$ cat src/rtl/scd_pkg.sv
// Shared constants, types and tables for the stick command decoder.
package scd_pkg;

  // Field widths
  localparam int PULSE_W   = 12;
  localparam int ELAPSED_W = 10;
  localparam int CODE_W    = 5;
  localparam int PAT_W     = 8;
  localparam int HOLD_W    = 16;
  localparam int CFG_IDX_W = 1;

  // Configuration register indexes
  localparam logic [CFG_IDX_W-1:0] REG_LOW_THRESHOLD  = 1'd0;
  localparam logic [CFG_IDX_W-1:0] REG_HIGH_THRESHOLD = 1'd1;

  localparam logic [PULSE_W-1:0] LOW_THRESHOLD_RST  = 12'd1050;
  localparam logic [PULSE_W-1:0] HIGH_THRESHOLD_RST = 12'd1900;

  // Hold timing in milliseconds
  localparam logic signed [HOLD_W-1:0] HOLD_MIN_MS = 16'sd50;
  localparam logic signed [HOLD_W-1:0] REPEAT_MS   = 16'sd250;
  localparam logic signed [HOLD_W:0]   HOLD_MAX    = 17'sd32767;

  // Command codes
  localparam logic [CODE_W-1:0] CMD_NONE          = 5'd0;
  localparam logic [CODE_W-1:0] CMD_GYRO_CAL      = 5'd1;
  localparam logic [CODE_W-1:0] CMD_INFLIGHT_ACC  = 5'd2;
  localparam logic [CODE_W-1:0] CMD_PID_PROFILE_1 = 5'd3;
  localparam logic [CODE_W-1:0] CMD_PID_PROFILE_2 = 5'd4;
  localparam logic [CODE_W-1:0] CMD_PID_PROFILE_3 = 5'd5;
  localparam logic [CODE_W-1:0] CMD_SAVE          = 5'd6;
  localparam logic [CODE_W-1:0] CMD_ACC_CAL       = 5'd7;
  localparam logic [CODE_W-1:0] CMD_MAG_CAL       = 5'd8;
  localparam logic [CODE_W-1:0] CMD_TRIM_SAVE     = 5'd9;
  localparam logic [CODE_W-1:0] CMD_GAIN_TRIM_0   = 5'd10;
  localparam logic [CODE_W-1:0] CMD_RATE_PROF_0   = 5'd26;

  // Stick classes
  localparam logic [1:0] CLS_LO = 2'd1;
  localparam logic [1:0] CLS_HI = 2'd2;
  localparam logic [1:0] CLS_CE = 2'd3;

  localparam logic [PAT_W-1:0] THR_FIELD = 8'hC0;
  localparam logic [PAT_W-1:0] THR_HIGH  = 8'h80;

  // Pack four classes: throttle, yaw, pitch, roll
  function automatic logic [PAT_W-1:0] pat(input logic [1:0] t, input logic [1:0] y,
                                           input logic [1:0] p, input logic [1:0] r);
    pat = {t, y, p, r};
  endfunction

  // Fixed combinations
  localparam logic [PAT_W-1:0] PAT_GYRO_CAL     = pat(CLS_LO, CLS_LO, CLS_LO, CLS_CE);
  localparam logic [PAT_W-1:0] PAT_INFLIGHT_ACC = pat(CLS_LO, CLS_LO, CLS_HI, CLS_HI);
  localparam logic [PAT_W-1:0] PAT_PID_1        = pat(CLS_LO, CLS_LO, CLS_CE, CLS_LO);
  localparam logic [PAT_W-1:0] PAT_PID_2        = pat(CLS_LO, CLS_LO, CLS_HI, CLS_CE);
  localparam logic [PAT_W-1:0] PAT_PID_3        = pat(CLS_LO, CLS_LO, CLS_CE, CLS_HI);
  localparam logic [PAT_W-1:0] PAT_SAVE         = pat(CLS_LO, CLS_LO, CLS_LO, CLS_HI);
  localparam logic [PAT_W-1:0] PAT_ACC_CAL      = pat(CLS_HI, CLS_LO, CLS_LO, CLS_CE);
  localparam logic [PAT_W-1:0] PAT_MAG_CAL      = pat(CLS_HI, CLS_HI, CLS_LO, CLS_CE);

  // Gain trim combinations, in code order
  localparam logic [PAT_W-1:0] TRIM_TABLE [16] = '{
    pat(CLS_CE, CLS_LO, CLS_HI, CLS_CE), pat(CLS_CE, CLS_LO, CLS_LO, CLS_CE),
    pat(CLS_CE, CLS_LO, CLS_CE, CLS_HI), pat(CLS_CE, CLS_LO, CLS_CE, CLS_LO),
    pat(CLS_HI, CLS_CE, CLS_HI, CLS_CE), pat(CLS_HI, CLS_CE, CLS_LO, CLS_CE),
    pat(CLS_HI, CLS_CE, CLS_CE, CLS_HI), pat(CLS_HI, CLS_CE, CLS_CE, CLS_LO),
    pat(CLS_CE, CLS_HI, CLS_HI, CLS_CE), pat(CLS_CE, CLS_HI, CLS_LO, CLS_CE),
    pat(CLS_CE, CLS_HI, CLS_CE, CLS_HI), pat(CLS_CE, CLS_HI, CLS_CE, CLS_LO),
    pat(CLS_CE, CLS_CE, CLS_HI, CLS_CE), pat(CLS_CE, CLS_CE, CLS_LO, CLS_CE),
    pat(CLS_CE, CLS_CE, CLS_CE, CLS_HI), pat(CLS_CE, CLS_CE, CLS_CE, CLS_LO)
  };

  // Rate profile combinations, in code order
  localparam logic [PAT_W-1:0] RATE_TABLE [4] = '{
    pat(CLS_HI, CLS_CE, CLS_HI, CLS_CE), pat(CLS_HI, CLS_CE, CLS_LO, CLS_CE),
    pat(CLS_HI, CLS_CE, CLS_CE, CLS_HI), pat(CLS_HI, CLS_CE, CLS_CE, CLS_LO)
  };

  // One input word as held in the input register
  typedef struct packed {
    logic [PULSE_W-1:0]   roll_pulse;
    logic [PULSE_W-1:0]   pitch_pulse;
    logic [PULSE_W-1:0]   yaw_pulse;
    logic [PULSE_W-1:0]   throttle_pulse;
    logic [ELAPSED_W-1:0] elapsed_ms;
    logic                 armed;
    logic                 motion_blocked;
    logic                 level_mode;
  } in_word_t;

  // Bit 1: above low threshold, bit 0: below high threshold
  function automatic logic [1:0] classify(input logic [PULSE_W-1:0] v,
                                          input logic [PULSE_W-1:0] lo,
                                          input logic [PULSE_W-1:0] hi);
    classify = {v > lo, v < hi};
  endfunction

endpackage

$ cat src/rtl/scd_in_if.sv
// Input channel: one frame of stick pulses, timing and flags.
interface scd_in_if;
  logic                          valid;
  logic                          ready;
  logic [scd_pkg::PULSE_W-1:0]   roll_pulse;
  logic [scd_pkg::PULSE_W-1:0]   pitch_pulse;
  logic [scd_pkg::PULSE_W-1:0]   yaw_pulse;
  logic [scd_pkg::PULSE_W-1:0]   throttle_pulse;
  logic [scd_pkg::ELAPSED_W-1:0] elapsed_ms;
  logic                          armed;
  logic                          motion_blocked;
  logic                          level_mode;

  modport source (output valid, output roll_pulse, output pitch_pulse, output yaw_pulse,
                  output throttle_pulse, output elapsed_ms, output armed,
                  output motion_blocked, output level_mode, input ready);
  modport sink (input valid, input roll_pulse, input pitch_pulse, input yaw_pulse,
                input throttle_pulse, input elapsed_ms, input armed,
                input motion_blocked, input level_mode, output ready);
endinterface

$ cat src/rtl/scd_out_if.sv
// Result channel: command code and packed stick pattern.
interface scd_out_if;
  logic                       valid;
  logic                       ready;
  logic [scd_pkg::CODE_W-1:0] command_code;
  logic [scd_pkg::PAT_W-1:0]  stick_pattern;

  modport source (output valid, output command_code, output stick_pattern, input ready);
  modport sink (input valid, input command_code, input stick_pattern, output ready);
endinterface

$ cat src/rtl/stick_command_decoder_unit.sv
// Stick command decoder: classify sticks, time the hold and decode commands.
//
//  channel   | dir | handshake   | word
//  ----------+-----+-------------+---------------------------------------------
//  in_chan   | in  | valid/ready | four pulses, elapsed_ms, armed, blocked, level
//  out_chan  | out | valid/ready | command_code, stick_pattern
//  cfg_*     | in  | we only     | index 0 low threshold, 1 high threshold
//
// One word per cycle while the result is not stalled. A word is taken into the
// input register and decoded from there into the result register. Reset
// (rst_n, synchronous) clears thresholds to their defaults and hold state to
// zero. A stalled result holds; the input register keeps accepting while the
// result register is free or being taken.
module stick_command_decoder_unit (
  input  logic                             clk,
  input  logic                             rst_n,
  scd_in_if.sink                           in_chan,
  scd_out_if.source                        out_chan,
  input  logic                             cfg_we,
  input  logic [scd_pkg::CFG_IDX_W-1:0]    cfg_index,
  input  logic [scd_pkg::PULSE_W-1:0]      cfg_wdata
);

  logic [scd_pkg::PULSE_W-1:0]        low_thr_r;
  logic [scd_pkg::PULSE_W-1:0]        high_thr_r;

  logic                               s1_valid_r;
  scd_pkg::in_word_t                  s1_r;

  logic signed [scd_pkg::HOLD_W-1:0]  hold_time_r, hold_time_nxt;
  logic [scd_pkg::PAT_W-1:0]          last_pattern_r;
  logic                               repeat_lock_r, repeat_lock_nxt;
  logic                               save_pending_r, save_pending_nxt;

  logic                               out_valid_r;
  logic [scd_pkg::CODE_W-1:0]         out_code_r, out_code_nxt;
  logic [scd_pkg::PAT_W-1:0]          out_pattern_r;

  logic                               s1_fire;
  logic                               in_fire;
  logic [scd_pkg::PAT_W-1:0]          pattern;
  logic signed [scd_pkg::HOLD_W:0]    hold_sum;

  // Handshake
  assign s1_fire       = s1_valid_r && (!out_valid_r || out_chan.ready);
  assign in_chan.ready = !s1_valid_r || s1_fire;
  assign in_fire       = in_chan.valid && in_chan.ready;

  assign out_chan.valid         = out_valid_r;
  assign out_chan.command_code  = out_code_r;
  assign out_chan.stick_pattern = out_pattern_r;

  // Configuration registers
  always_ff @(posedge clk) begin
    if (!rst_n) begin
      low_thr_r  <= scd_pkg::LOW_THRESHOLD_RST;
      high_thr_r <= scd_pkg::HIGH_THRESHOLD_RST;
    end else if (cfg_we) begin
      case (cfg_index)
        scd_pkg::REG_LOW_THRESHOLD:  low_thr_r  <= cfg_wdata;
        scd_pkg::REG_HIGH_THRESHOLD: high_thr_r <= cfg_wdata;
        default: ;
      endcase
    end
  end

  // Input register
  always_ff @(posedge clk) begin
    if (!rst_n) begin
      s1_valid_r <= 1'b0;
    end else if (in_chan.ready) begin
      s1_valid_r <= in_chan.valid;
    end
  end

  always_ff @(posedge clk) begin
    if (in_fire) begin
      s1_r.roll_pulse     <= in_chan.roll_pulse;
      s1_r.pitch_pulse    <= in_chan.pitch_pulse;
      s1_r.yaw_pulse      <= in_chan.yaw_pulse;
      s1_r.throttle_pulse <= in_chan.throttle_pulse;
      s1_r.elapsed_ms     <= in_chan.elapsed_ms;
      s1_r.armed          <= in_chan.armed;
      s1_r.motion_blocked <= in_chan.motion_blocked;
      s1_r.level_mode     <= in_chan.level_mode;
    end
  end

  // Classify and pack the sticks
  assign pattern = {scd_pkg::classify(s1_r.throttle_pulse, low_thr_r, high_thr_r),
                    scd_pkg::classify(s1_r.yaw_pulse,      low_thr_r, high_thr_r),
                    scd_pkg::classify(s1_r.pitch_pulse,    low_thr_r, high_thr_r),
                    scd_pkg::classify(s1_r.roll_pulse,     low_thr_r, high_thr_r)};

  assign hold_sum = {hold_time_r[scd_pkg::HOLD_W-1], hold_time_r}
                  + {7'd0, s1_r.elapsed_ms};

  // Hold timing and command decode
  always_comb begin
    logic signed [scd_pkg::HOLD_W-1:0] hold_upd;
    logic                              lock_upd;
    logic                              trim_hit;
    logic [3:0]                        trim_idx;
    logic                              rate_hit;
    logic [1:0]                        rate_idx;
    logic [scd_pkg::CODE_W-1:0]        code;

    hold_upd = hold_time_r;
    lock_upd = repeat_lock_r;
    trim_hit = 1'b0;
    trim_idx = 4'd0;
    rate_hit = 1'b0;
    rate_idx = 2'd0;
    code     = scd_pkg::CMD_NONE;

    hold_time_nxt    = hold_time_r;
    repeat_lock_nxt  = repeat_lock_r;
    save_pending_nxt = save_pending_r;

    // advance or restart the hold
    if (pattern == last_pattern_r) begin
      if (hold_sum <= scd_pkg::HOLD_MAX) begin
        hold_upd = hold_sum[scd_pkg::HOLD_W-1:0];
      end
    end else begin
      hold_upd = '0;
      lock_upd = 1'b0;
    end

    for (int i = 0; i < 16; i++) begin
      if (!trim_hit && pattern == scd_pkg::TRIM_TABLE[i]) begin
        trim_hit = 1'b1;
        trim_idx = 4'(i);
      end
    end
    for (int i = 0; i < 4; i++) begin
      if (!rate_hit && pattern == scd_pkg::RATE_TABLE[i]) begin
        rate_hit = 1'b1;
        rate_idx = 2'(i);
      end
    end

    hold_time_nxt   = hold_upd;
    repeat_lock_nxt = lock_upd;

    // evaluate the held pattern once; a gain trim unlocks it to repeat
    if (!s1_r.armed && !lock_upd && hold_upd > scd_pkg::HOLD_MIN_MS
        && !s1_r.motion_blocked) begin
      repeat_lock_nxt = 1'b1;
      if (pattern == scd_pkg::PAT_GYRO_CAL) begin
        code = scd_pkg::CMD_GYRO_CAL;
      end else if (pattern == scd_pkg::PAT_INFLIGHT_ACC) begin
        code = scd_pkg::CMD_INFLIGHT_ACC;
      end else if (pattern == scd_pkg::PAT_PID_1) begin
        code = scd_pkg::CMD_PID_PROFILE_1;
      end else if (pattern == scd_pkg::PAT_PID_2) begin
        code = scd_pkg::CMD_PID_PROFILE_2;
      end else if (pattern == scd_pkg::PAT_PID_3) begin
        code = scd_pkg::CMD_PID_PROFILE_3;
      end else if (pattern == scd_pkg::PAT_ACC_CAL) begin
        code = scd_pkg::CMD_ACC_CAL;
      end else if (pattern == scd_pkg::PAT_MAG_CAL) begin
        code = scd_pkg::CMD_MAG_CAL;
      end else begin
        // save falls through to the mode-specific checks
        if (pattern == scd_pkg::PAT_SAVE) begin
          code = scd_pkg::CMD_SAVE;
        end
        if (s1_r.level_mode) begin
          if (save_pending_r && (pattern & scd_pkg::THR_FIELD) != scd_pkg::THR_HIGH) begin
            save_pending_nxt = 1'b0;
            code             = scd_pkg::CMD_TRIM_SAVE;
          end else if (trim_hit) begin
            save_pending_nxt = 1'b1;
            hold_time_nxt    = hold_upd - scd_pkg::REPEAT_MS;
            repeat_lock_nxt  = 1'b0;
            code             = scd_pkg::CMD_GAIN_TRIM_0 + {1'b0, trim_idx};
          end
        end else if (rate_hit) begin
          code = scd_pkg::CMD_RATE_PROF_0 + {3'd0, rate_idx};
        end
      end
    end

    out_code_nxt = code;
  end

  // Hold state, advanced once per decoded word
  always_ff @(posedge clk) begin
    if (!rst_n) begin
      hold_time_r    <= '0;
      last_pattern_r <= '0;
      repeat_lock_r  <= 1'b0;
      save_pending_r <= 1'b0;
    end else if (s1_fire) begin
      hold_time_r    <= hold_time_nxt;
      last_pattern_r <= pattern;
      repeat_lock_r  <= repeat_lock_nxt;
      save_pending_r <= save_pending_nxt;
    end
  end

  // Result register
  always_ff @(posedge clk) begin
    if (!rst_n) begin
      out_valid_r <= 1'b0;
    end else if (s1_fire) begin
      out_valid_r <= 1'b1;
    end else if (out_chan.ready) begin
      out_valid_r <= 1'b0;
    end
  end

  always_ff @(posedge clk) begin
    if (s1_fire) begin
      out_code_r    <= out_code_nxt;
      out_pattern_r <= pattern;
    end
  end

endmodule
$ cat src/flat_wrapper.sv
// flat-port wrapper written by rule: the top's interface ports become plain ports
module stick_command_decoder_unit_flat 
  (clk, rst_n, cfg_we, cfg_index, cfg_wdata, in_chan_valid, in_chan_roll_pulse, in_chan_pitch_pulse, in_chan_yaw_pulse, in_chan_throttle_pulse, in_chan_elapsed_ms, in_chan_armed, in_chan_motion_blocked, in_chan_level_mode, in_chan_ready, out_chan_valid, out_chan_command_code, out_chan_stick_pattern, out_chan_ready);
  scd_in_if in_chan_i ();
  scd_out_if out_chan_i ();
  input  logic clk;
  input  logic rst_n;
  input  logic cfg_we;
  input  logic [scd_pkg::CFG_IDX_W-1:0] cfg_index;
  input  logic [scd_pkg::PULSE_W-1:0] cfg_wdata;
  input wire logic [$bits(in_chan_i.valid)-1:0] in_chan_valid;
  input wire logic [$bits(in_chan_i.roll_pulse)-1:0] in_chan_roll_pulse;
  input wire logic [$bits(in_chan_i.pitch_pulse)-1:0] in_chan_pitch_pulse;
  input wire logic [$bits(in_chan_i.yaw_pulse)-1:0] in_chan_yaw_pulse;
  input wire logic [$bits(in_chan_i.throttle_pulse)-1:0] in_chan_throttle_pulse;
  input wire logic [$bits(in_chan_i.elapsed_ms)-1:0] in_chan_elapsed_ms;
  input wire logic [$bits(in_chan_i.armed)-1:0] in_chan_armed;
  input wire logic [$bits(in_chan_i.motion_blocked)-1:0] in_chan_motion_blocked;
  input wire logic [$bits(in_chan_i.level_mode)-1:0] in_chan_level_mode;
  output wire logic [$bits(in_chan_i.ready)-1:0] in_chan_ready;
  output wire logic [$bits(out_chan_i.valid)-1:0] out_chan_valid;
  output wire logic [$bits(out_chan_i.command_code)-1:0] out_chan_command_code;
  output wire logic [$bits(out_chan_i.stick_pattern)-1:0] out_chan_stick_pattern;
  input wire logic [$bits(out_chan_i.ready)-1:0] out_chan_ready;
  assign in_chan_i.valid = in_chan_valid;
  assign in_chan_i.roll_pulse = in_chan_roll_pulse;
  assign in_chan_i.pitch_pulse = in_chan_pitch_pulse;
  assign in_chan_i.yaw_pulse = in_chan_yaw_pulse;
  assign in_chan_i.throttle_pulse = in_chan_throttle_pulse;
  assign in_chan_i.elapsed_ms = in_chan_elapsed_ms;
  assign in_chan_i.armed = in_chan_armed;
  assign in_chan_i.motion_blocked = in_chan_motion_blocked;
  assign in_chan_i.level_mode = in_chan_level_mode;
  assign in_chan_ready = in_chan_i.ready;
  assign out_chan_valid = out_chan_i.valid;
  assign out_chan_command_code = out_chan_i.command_code;
  assign out_chan_stick_pattern = out_chan_i.stick_pattern;
  assign out_chan_i.ready = out_chan_ready;
  stick_command_decoder_unit u_core (.clk(clk), .rst_n(rst_n), .in_chan(in_chan_i), .out_chan(out_chan_i), .cfg_we(cfg_we), .cfg_index(cfg_index), .cfg_wdata(cfg_wdata));
endmodule
$ cat config.mk
export PLATFORM = sky130hd
export DESIGN_NAME = stick_command_decoder_unit_flat
export DESIGN_NICKNAME = d
export VERILOG_FILES = /design/src/rtl/scd_pkg.sv /design/src/rtl/scd_in_if.sv /design/src/rtl/scd_out_if.sv /design/src/rtl/stick_command_decoder_unit.sv /design/src/flat_wrapper.sv
export SDC_FILE = /design/constraint.sdc
export NUM_CORES = 1
export LEC_CHECK = 0
export BUFFER_PORTS_ARGS = -buffer_cell sky130_fd_sc_hd__buf_2
export CORE_AREA = 2 2 148 150
export DETAILED_ROUTE_END_ITERATION = 10
export DIE_AREA = 0 0 150 152
export SETUP_SLACK_MARGIN = 0.05
export SYNTH_ARGS = -nofsm -noshare
export SYNTH_HDL_FRONTEND = slang
export SYNTH_SLANG_ARGS = --single-unit
export TNS_END_PERCENT = 5
$ cat constraint.sdc
create_clock -name clk -period 5.4 [get_ports clk]
set_clock_uncertainty 0.15 [all_clocks]
set_input_delay 0.54 -clock clk [delete_from_list [all_inputs] [get_ports clk]]
set_output_delay 0.54 -clock clk [all_outputs]
set_load 0.05 [all_outputs]
After elaboration in Yosys (flattened, before gate mapping) --
Cells that the tools add are included.
Storage, ports and cells: register bits after elaboration 126, input bits 79, output and inout bits 15
Cells by class: add/sub/neg operators 4, order comparisons 10, eq/ne operators 26, mux-type cells 79, bitwise operators 9, reduce and logical (&&, ||, !) cells 58
Operator list (number):
- 2-to-1 mux 16 bit | 13
- == test 8 bit, second input constant | 18
- == test 8 x 7 -> 1 bit, second input constant | 6
- > comparator 12 bit | 4
- less-than comparator 12 bit | 4
- 2-to-1 mux 1 bit | 39
- 2-to-1 mux 4 bit | 9
- logical AND 1 bit | 24
- 2-to-1 mux 3 bit | 8
- zero test 1 bit | 23
- 2-to-1 mux 5 bit | 4
- adder 16 x 11 -> 17 bit | 1
- <= comparator 17 x 16 -> 1 bit, second input constant | 1
- > comparator 16 x 7 -> 1 bit, second input constant | 1
- subtractor 16 x 9 -> 16 bit, second input constant | 1
- 2-to-1 mux 2 bit | 6
- AND reduction 11 bit | 1
- NOT 1 bit | 9
- == test 8 bit | 1
- OR reduction 8 bit | 1
- OR reduction 7 bit | 1
- adder 4 x 3 -> 5 bit, first input constant | 1
- adder 4 x 4 -> 5 bit, first input constant | 1
- AND reduction 2 bit | 2
- other kinds (5) | 7

Depth between registers and ports, before layout --
depth after elaboration 59, gate-level depth with buffers 19, mapped depth without buffers 17

Worst setup path before layout --
Ideal clock, no wire load.
kind reg2reg, from register u_core.s1_r[27] (netlist bit), to register u_core.hold_time_r[7] (netlist bit), library setup time 0.116 ns, arrival 4.007 ns, setup slack 1.127 ns, stages on the path, launching flop included 17, buffers on the path 1, clock period less this slack 4.273 ns, path through edfxtp_1 -> ha_1 -> a211oi_1 -> o21ai_1 -> a221oi_2 -> nor2_1 -> a2111oi_0 -> nand3_1 -> nor4_4 -> buf_2 -> nand2_1 -> ha_1 -> or2_2 -> a2111oi_2 -> nand4_1 -> xor2_1 -> a41o_1
On the way: longest elaborated chain between the ends 59, elaborated cells between the ends (all ways) 91
Ends and longest elaborated chain:
- start: declaration | line stick_command_decoder_unit.sv:28 | scd_pkg::in_word_t s1_r;
- less-than comparator 12 bit or > comparator 12 bit (tied branches) | line scd_pkg.sv:96 | classify = {v > lo, v < hi};
- == test 8 bit | line stick_command_decoder_unit.sv:131 | if (!trim_hit && pattern == scd_pkg::TRIM_TABLE[i]) begin
- 2-to-1 mux 1 bit | line stick_command_decoder_unit.sv:131
- zero test 1 bit | line stick_command_decoder_unit.sv:131
- logical AND 1 bit | line stick_command_decoder_unit.sv:131
- 2-to-1 mux 1 bit | line stick_command_decoder_unit.sv:131
- zero test 1 bit | line stick_command_decoder_unit.sv:131
- logical AND 1 bit | line stick_command_decoder_unit.sv:131
- [... 43 more ...]
- 2-to-1 mux 16 bit | line stick_command_decoder_unit.sv:162 | end else if (pattern == scd_pkg::PAT_MAG_CAL) begin
- 2-to-1 mux 16 bit | line stick_command_decoder_unit.sv:160 | end else if (pattern == scd_pkg::PAT_ACC_CAL) begin
- 2-to-1 mux 16 bit | line stick_command_decoder_unit.sv:158 | end else if (pattern == scd_pkg::PAT_PID_3) begin
- 2-to-1 mux 16 bit | line stick_command_decoder_unit.sv:156 | end else if (pattern == scd_pkg::PAT_PID_2) begin
- 2-to-1 mux 16 bit | line stick_command_decoder_unit.sv:154 | end else if (pattern == scd_pkg::PAT_PID_1) begin
- 2-to-1 mux 16 bit | line stick_command_decoder_unit.sv:152 | end else if (pattern == scd_pkg::PAT_INFLIGHT_ACC) begin
- 2-to-1 mux 16 bit | line stick_command_decoder_unit.sv:150 | if (pattern == scd_pkg::PAT_GYRO_CAL) begin
- 2-to-1 mux 16 bit (*) | line stick_command_decoder_unit.sv:147 | if (!s1_r.armed && !lock_upd && hold_upd > scd_pkg::HOLD_MIN_MS
- end signal: assignment | line stick_command_decoder_unit.sv:196 | hold_time_r <= hold_time_nxt;
- end: declaration | line stick_command_decoder_unit.sv:30 | logic signed [scd_pkg::HOLD_W-1:0] hold_time_r, hold_time_nxt;
Mark *: on every way between the ends. The rest lies on a longest branch, timed or not. A chain may end at the register's enable or synchronous reset.

Worst setup path after layout --
from register u_core.low_thr_r[9] (netlist bit), to register u_core.hold_time_r[7] (netlist bit)
On the way: longest elaborated chain between the ends 59, elaborated cells between the ends (all ways) 95
Ends and longest elaborated chain:
- start: declaration | line stick_command_decoder_unit.sv:24 | logic [scd_pkg::PULSE_W-1:0] low_thr_r;
- start signal: assignment | line stick_command_decoder_unit.sv:56 | low_thr_r <= scd_pkg::LOW_THRESHOLD_RST;
- start signal: assignment | line stick_command_decoder_unit.sv:60 | scd_pkg::REG_LOW_THRESHOLD: low_thr_r <= cfg_wdata;
- > comparator 12 bit | line scd_pkg.sv:96
- == test 8 bit | line stick_command_decoder_unit.sv:131
- 2-to-1 mux 1 bit | line stick_command_decoder_unit.sv:131
- zero test 1 bit | line stick_command_decoder_unit.sv:131
- logical AND 1 bit | line stick_command_decoder_unit.sv:131
- 2-to-1 mux 1 bit | line stick_command_decoder_unit.sv:131
- zero test 1 bit | line stick_command_decoder_unit.sv:131
- logical AND 1 bit | line stick_command_decoder_unit.sv:131
- [... 43 more ...]
- 2-to-1 mux 16 bit | line stick_command_decoder_unit.sv:162
- 2-to-1 mux 16 bit | line stick_command_decoder_unit.sv:160
- 2-to-1 mux 16 bit | line stick_command_decoder_unit.sv:158
- 2-to-1 mux 16 bit | line stick_command_decoder_unit.sv:156
- 2-to-1 mux 16 bit | line stick_command_decoder_unit.sv:154
- 2-to-1 mux 16 bit | line stick_command_decoder_unit.sv:152
- 2-to-1 mux 16 bit | line stick_command_decoder_unit.sv:150
- 2-to-1 mux 16 bit (*) | line stick_command_decoder_unit.sv:147
Marked as above.

==> metrics list <==
- The flow ran to the end, and the final reports show no timing, DRC or antenna violations.
- Area of the mapped netlist: slightly above 8000 sq um
- After layout, the design draws a total of around 2.7 mW.
* Maximum resistive drop on vdd: about 0.22 mV
- In the post-synthesis netlist, the cell with the most instances is nand2_1.
- After layout, the minimum clock period comes to about 4.7 ns.
- In this run the worst path has a maximum fanout of 4.
- Net switching power of the design: 0.828 mW
- After floorplanning, the core was sized to cover between 20000 and 25000 sq um.
- Detailed Route Iter0 Violations: ~380
- Dividing the detail-routed via count by the number of cells gives about 5.4.
* Share of total power in combinational logic: 0.187
- Max-slew violation count: 0
- First-pass GRT wire length: 34.3 mm
- Area Growth Syn to Fin: 16.3%
- After filler insertion, the fill cell instance count of the layout stands at approximately 2.1k.
- In this run the mean area of a mapped cell was 9.62 sq um.
- After synthesis, the netlist uses 77 different library cells.
- Met1 layer usage reported by global route: 0.262
* Clock tree from TritonCTS: yes
* Placer's final routability congestion estimate: around 0.9
- Post-synth EDFFs: 74
* Number of setup buffers added after CTS: 0
- Internal power summed over all cells: 1.92 mW
- Slew margin rel.: 0.321
- Hold Vio Cnt, Final: 0
- In the finished design, the share of the clock period the worst path needs comes to 0.874.
- DIE AREA: around 23000 sq um
* GRT Resource Usage Total: 0.193
* Required time of the worst setup path: approximately 5.6 ns
- Counting flops and latches in the post-synthesis netlist gives 126.
* Biggest area consumer among synthesized cells: edfxtp_1
- CTS Root Cell: clkbuf_16
- Of all flip-flops after synthesis, the portion carrying an async set or reset was 0.
- The final route contains ~6.8k vias.
* Setup repair after global routing missed its margin: no
- Synthesis produced a netlist with a net count of ~1.0k.
- Power spread over the standard cell area amounts to between 200 and 300 nW/um^2.
- Of the post-synthesis cell area, the dominant cell type holds 0.268.
* Maximum clock insertion buffer count: 2
- Based on the critical path, the design can be clocked at up to 212 MHz.
- After detailed routing, the number of remaining DRC violations is 0.
- The cell count after synthesis came out at 863.
* Final setup violating endpoints: 0
- Most congested layer reported by global routing: met2
- GR Util met2: 0.310
* Worst min path class: in -> reg
* GRT Residual Overflow: 0
* Number of warnings reported in the yosys synthesis log: 0
- Initial standard-cell utilization of the core: 0.389
- Pin slew with the least headroom to its limit: between 0.9 and 1 ns
- Height of the die: 152 microns
* Post-DR wirelength/cell: ~17 microns
* Critical Path Start Type: register
- Number of clock buffers inserted by TritonCTS: 17
- Detailed placement finished with a half-perimeter wire length of approximately 16 mm.
- Area contributors post-synth: edfxtp_1, ha_1, dfxtp_1
- Category of the most critical setup path: reg -> reg
- Count of input and output buffers: 93
* Share of layout cells above drive strength 1: 0.160
- In the final timing run, aggregate negative setup slack is 0 ns.
- Detailed-routing iteration count for the pre-antenna-repair pass: 5
- At the end of the flow, the number of nets in the layout was ~1.1k.
- H-tree lvl count: 4
- Counting instances in the post-synthesis netlist gives the leading cell types as nand2_1, ha_1, edfxtp_1, a21oi_1, dfxtp_1.
- Critical path arrival: slightly below 5 ns
* Clock transition at the register clock pins on the worst setup and hold paths after CTS: around 0.060 ns
- Width of the die: roughly 150 microns
* Number of top-level pins: 94
- DRT antenna net count: 0
- Summed over all cells, the static leakage comes to 3.96 nW.
- Placement Rows: 54
* Max Cap Viol: 0
- Of the total power, the clock network draws 0.407.
* Antenna violations before repair: 1
* Switching fraction of total power: 0.302
- Number of gates resized after cts: 0
- Met3 GRT Util: 0.0336
* Kind of end point of the critical path: register
* Top FF cell, synth: edfxtp_1
- Total number of clock tree sinks: roughly 130
* Vias in the first global route: around 6.5k
- Detailed Route WL: 21.5 mm
- Largest net degree at the start of global routing: 56
- Of the synthesized area, sequential elements account for 0.393.
- Insertion delay of the later-clocked pin in the worst-skew pair: about 0.43 ns
- Of the total power, registers draw 0.405.
- Number of hold buffers added after cts: 0
-- path summary, 6_finish.rpt --
path                              from               endpoint  slack [ns]  cells past startpoint
setup / recovery   u_core.low_thr_r[9]  u_core.hold_time_r[7]        0.68                     15
hold reg to reg    u_core.low_thr_r[9]    u_core.low_thr_r[9]        0.32                      2
hold / removal    in_chan_yaw_pulse[2]        u_core.s1_r[27]        0.13                      1
setup reg to reg   u_core.low_thr_r[9]  u_core.hold_time_r[7]        0.68                     15
-- placed cells by master (no fill, tap or decap), drive strengths merged, types with 13 or more instances in the layout --
cell type / instances
clkbuf: 19
nand3: 19
xnor2: 18
a21boi: 27
o211ai: 25
nor3: 13
a21oi: 57
dfxtp: 52
nor2b: 14
nand4: 23
inv: 50
buf: 103
a21o: 15
o21ai: 54
ha: 104
nand2: 108
nor2: 41
edfxtp: 74
-- cell families (layout without fill, tap and decap cells) --
kind of cell	count (synthesis)	count (layout)	share of synthesized area
compound gates	252	252	0.207
xor+xnor	24	24	0.0253
fa+ha+maj	105	105	0.159
buf+inv	71	180	0.0330
flops	126	126	0.393
mux	14	14	0.0173
other cells	0	1	0
simple gates	271	271	0.165
-- registers in the layout, indices dropped and copies added, names as in the netlist --
name,cells
u_core.repeat_lock_r,1
u_core.hold_time_r,16
u_core.s1_valid_r,1
u_core.high_thr_r,12
u_core.out_chan.valid,1
u_core.out_chan.command_code,5
u_core.last_pattern_r,8
u_core.save_pending_r,1
u_core.low_thr_r,12
u_core.out_chan.stick_pattern,8
u_core.s1_r,61
-- layout make-up --
cell class / count / area (sq um) / area share
clock inverters: 13 / 133 / 0.0137
flip-flops and latches: 126 / 3260 / 0.338
multi-input cells: 666 / 4770 / 0.494
well taps: 280 / 350 / 0.0363
clock buffers: 19 / 433 / 0.0448
repair buffers: 103 / 541 / 0.0560
inverters: 45 / 169 / 0.0175
diodes: 1 / 2.50 / 0.000259
-- power by group through the flow --
| stage | sequential, mW | clock [mW] | combinational (mW) |
|---|---|---|---|
| final | 1.11 | 1.12 | 0.514 |
| after floorplan | 1.14 | 0 | 0.343 |
| after global routing | 1.12 | 1.18 | 0.579 |
| after detailed placement | 1.13 | 0 | 0.508 |
| after CTS | 1.11 | 1.14 | 0.513 |
| after global placement | 1.13 | 0 | 0.505 |
-- routing by layer --
metal | vias to the layer above | wire length [microns]
met5 | - | 0
met4 | 0 | 468
met3 | 32 | 942
met2 | 169 | 9910
met1 | 3122 | 10100
li1 | 3438 | -
-- worst max-delay path, stage by stage (launching register included) --
cell and delay [ns]:
dfxtp_1 0.32, inv_1 0.11, ha_1 0.32, a21oi_1 0.22, o21ai_1 0.08, a2111oi_0 0.87, a21o_1 0.26, o221ai_1 0.17
nor4_4 0.32, nand2_1 0.14, ha_1 0.23, or2_2 0.34, a2111oi_2 0.47, nand4_1 0.18, xor2_1 0.17, a41o_1 0.24
-- through the flow --
step / util / cells / hold WS, ns / worst slack, ns / cell area (sq um)
detailed placement: 0.426 / 1220 / 0.312 / 0.830 / 9090
global placement: 0.426 / 1220 / 0.305 / 0.953 / 9090
global route: 0.452 / 1253 / 0.114 / 0.401 / 9660
floorplan: - / 863 / 0.293 / 1.13 / 8300
finish: 0.452 / 1253 / 0.130 / 0.683 / 9660
CTS: 0.452 / 1252 / 0.119 / 0.791 / 9660
Power figures use the tool's default switching activity.
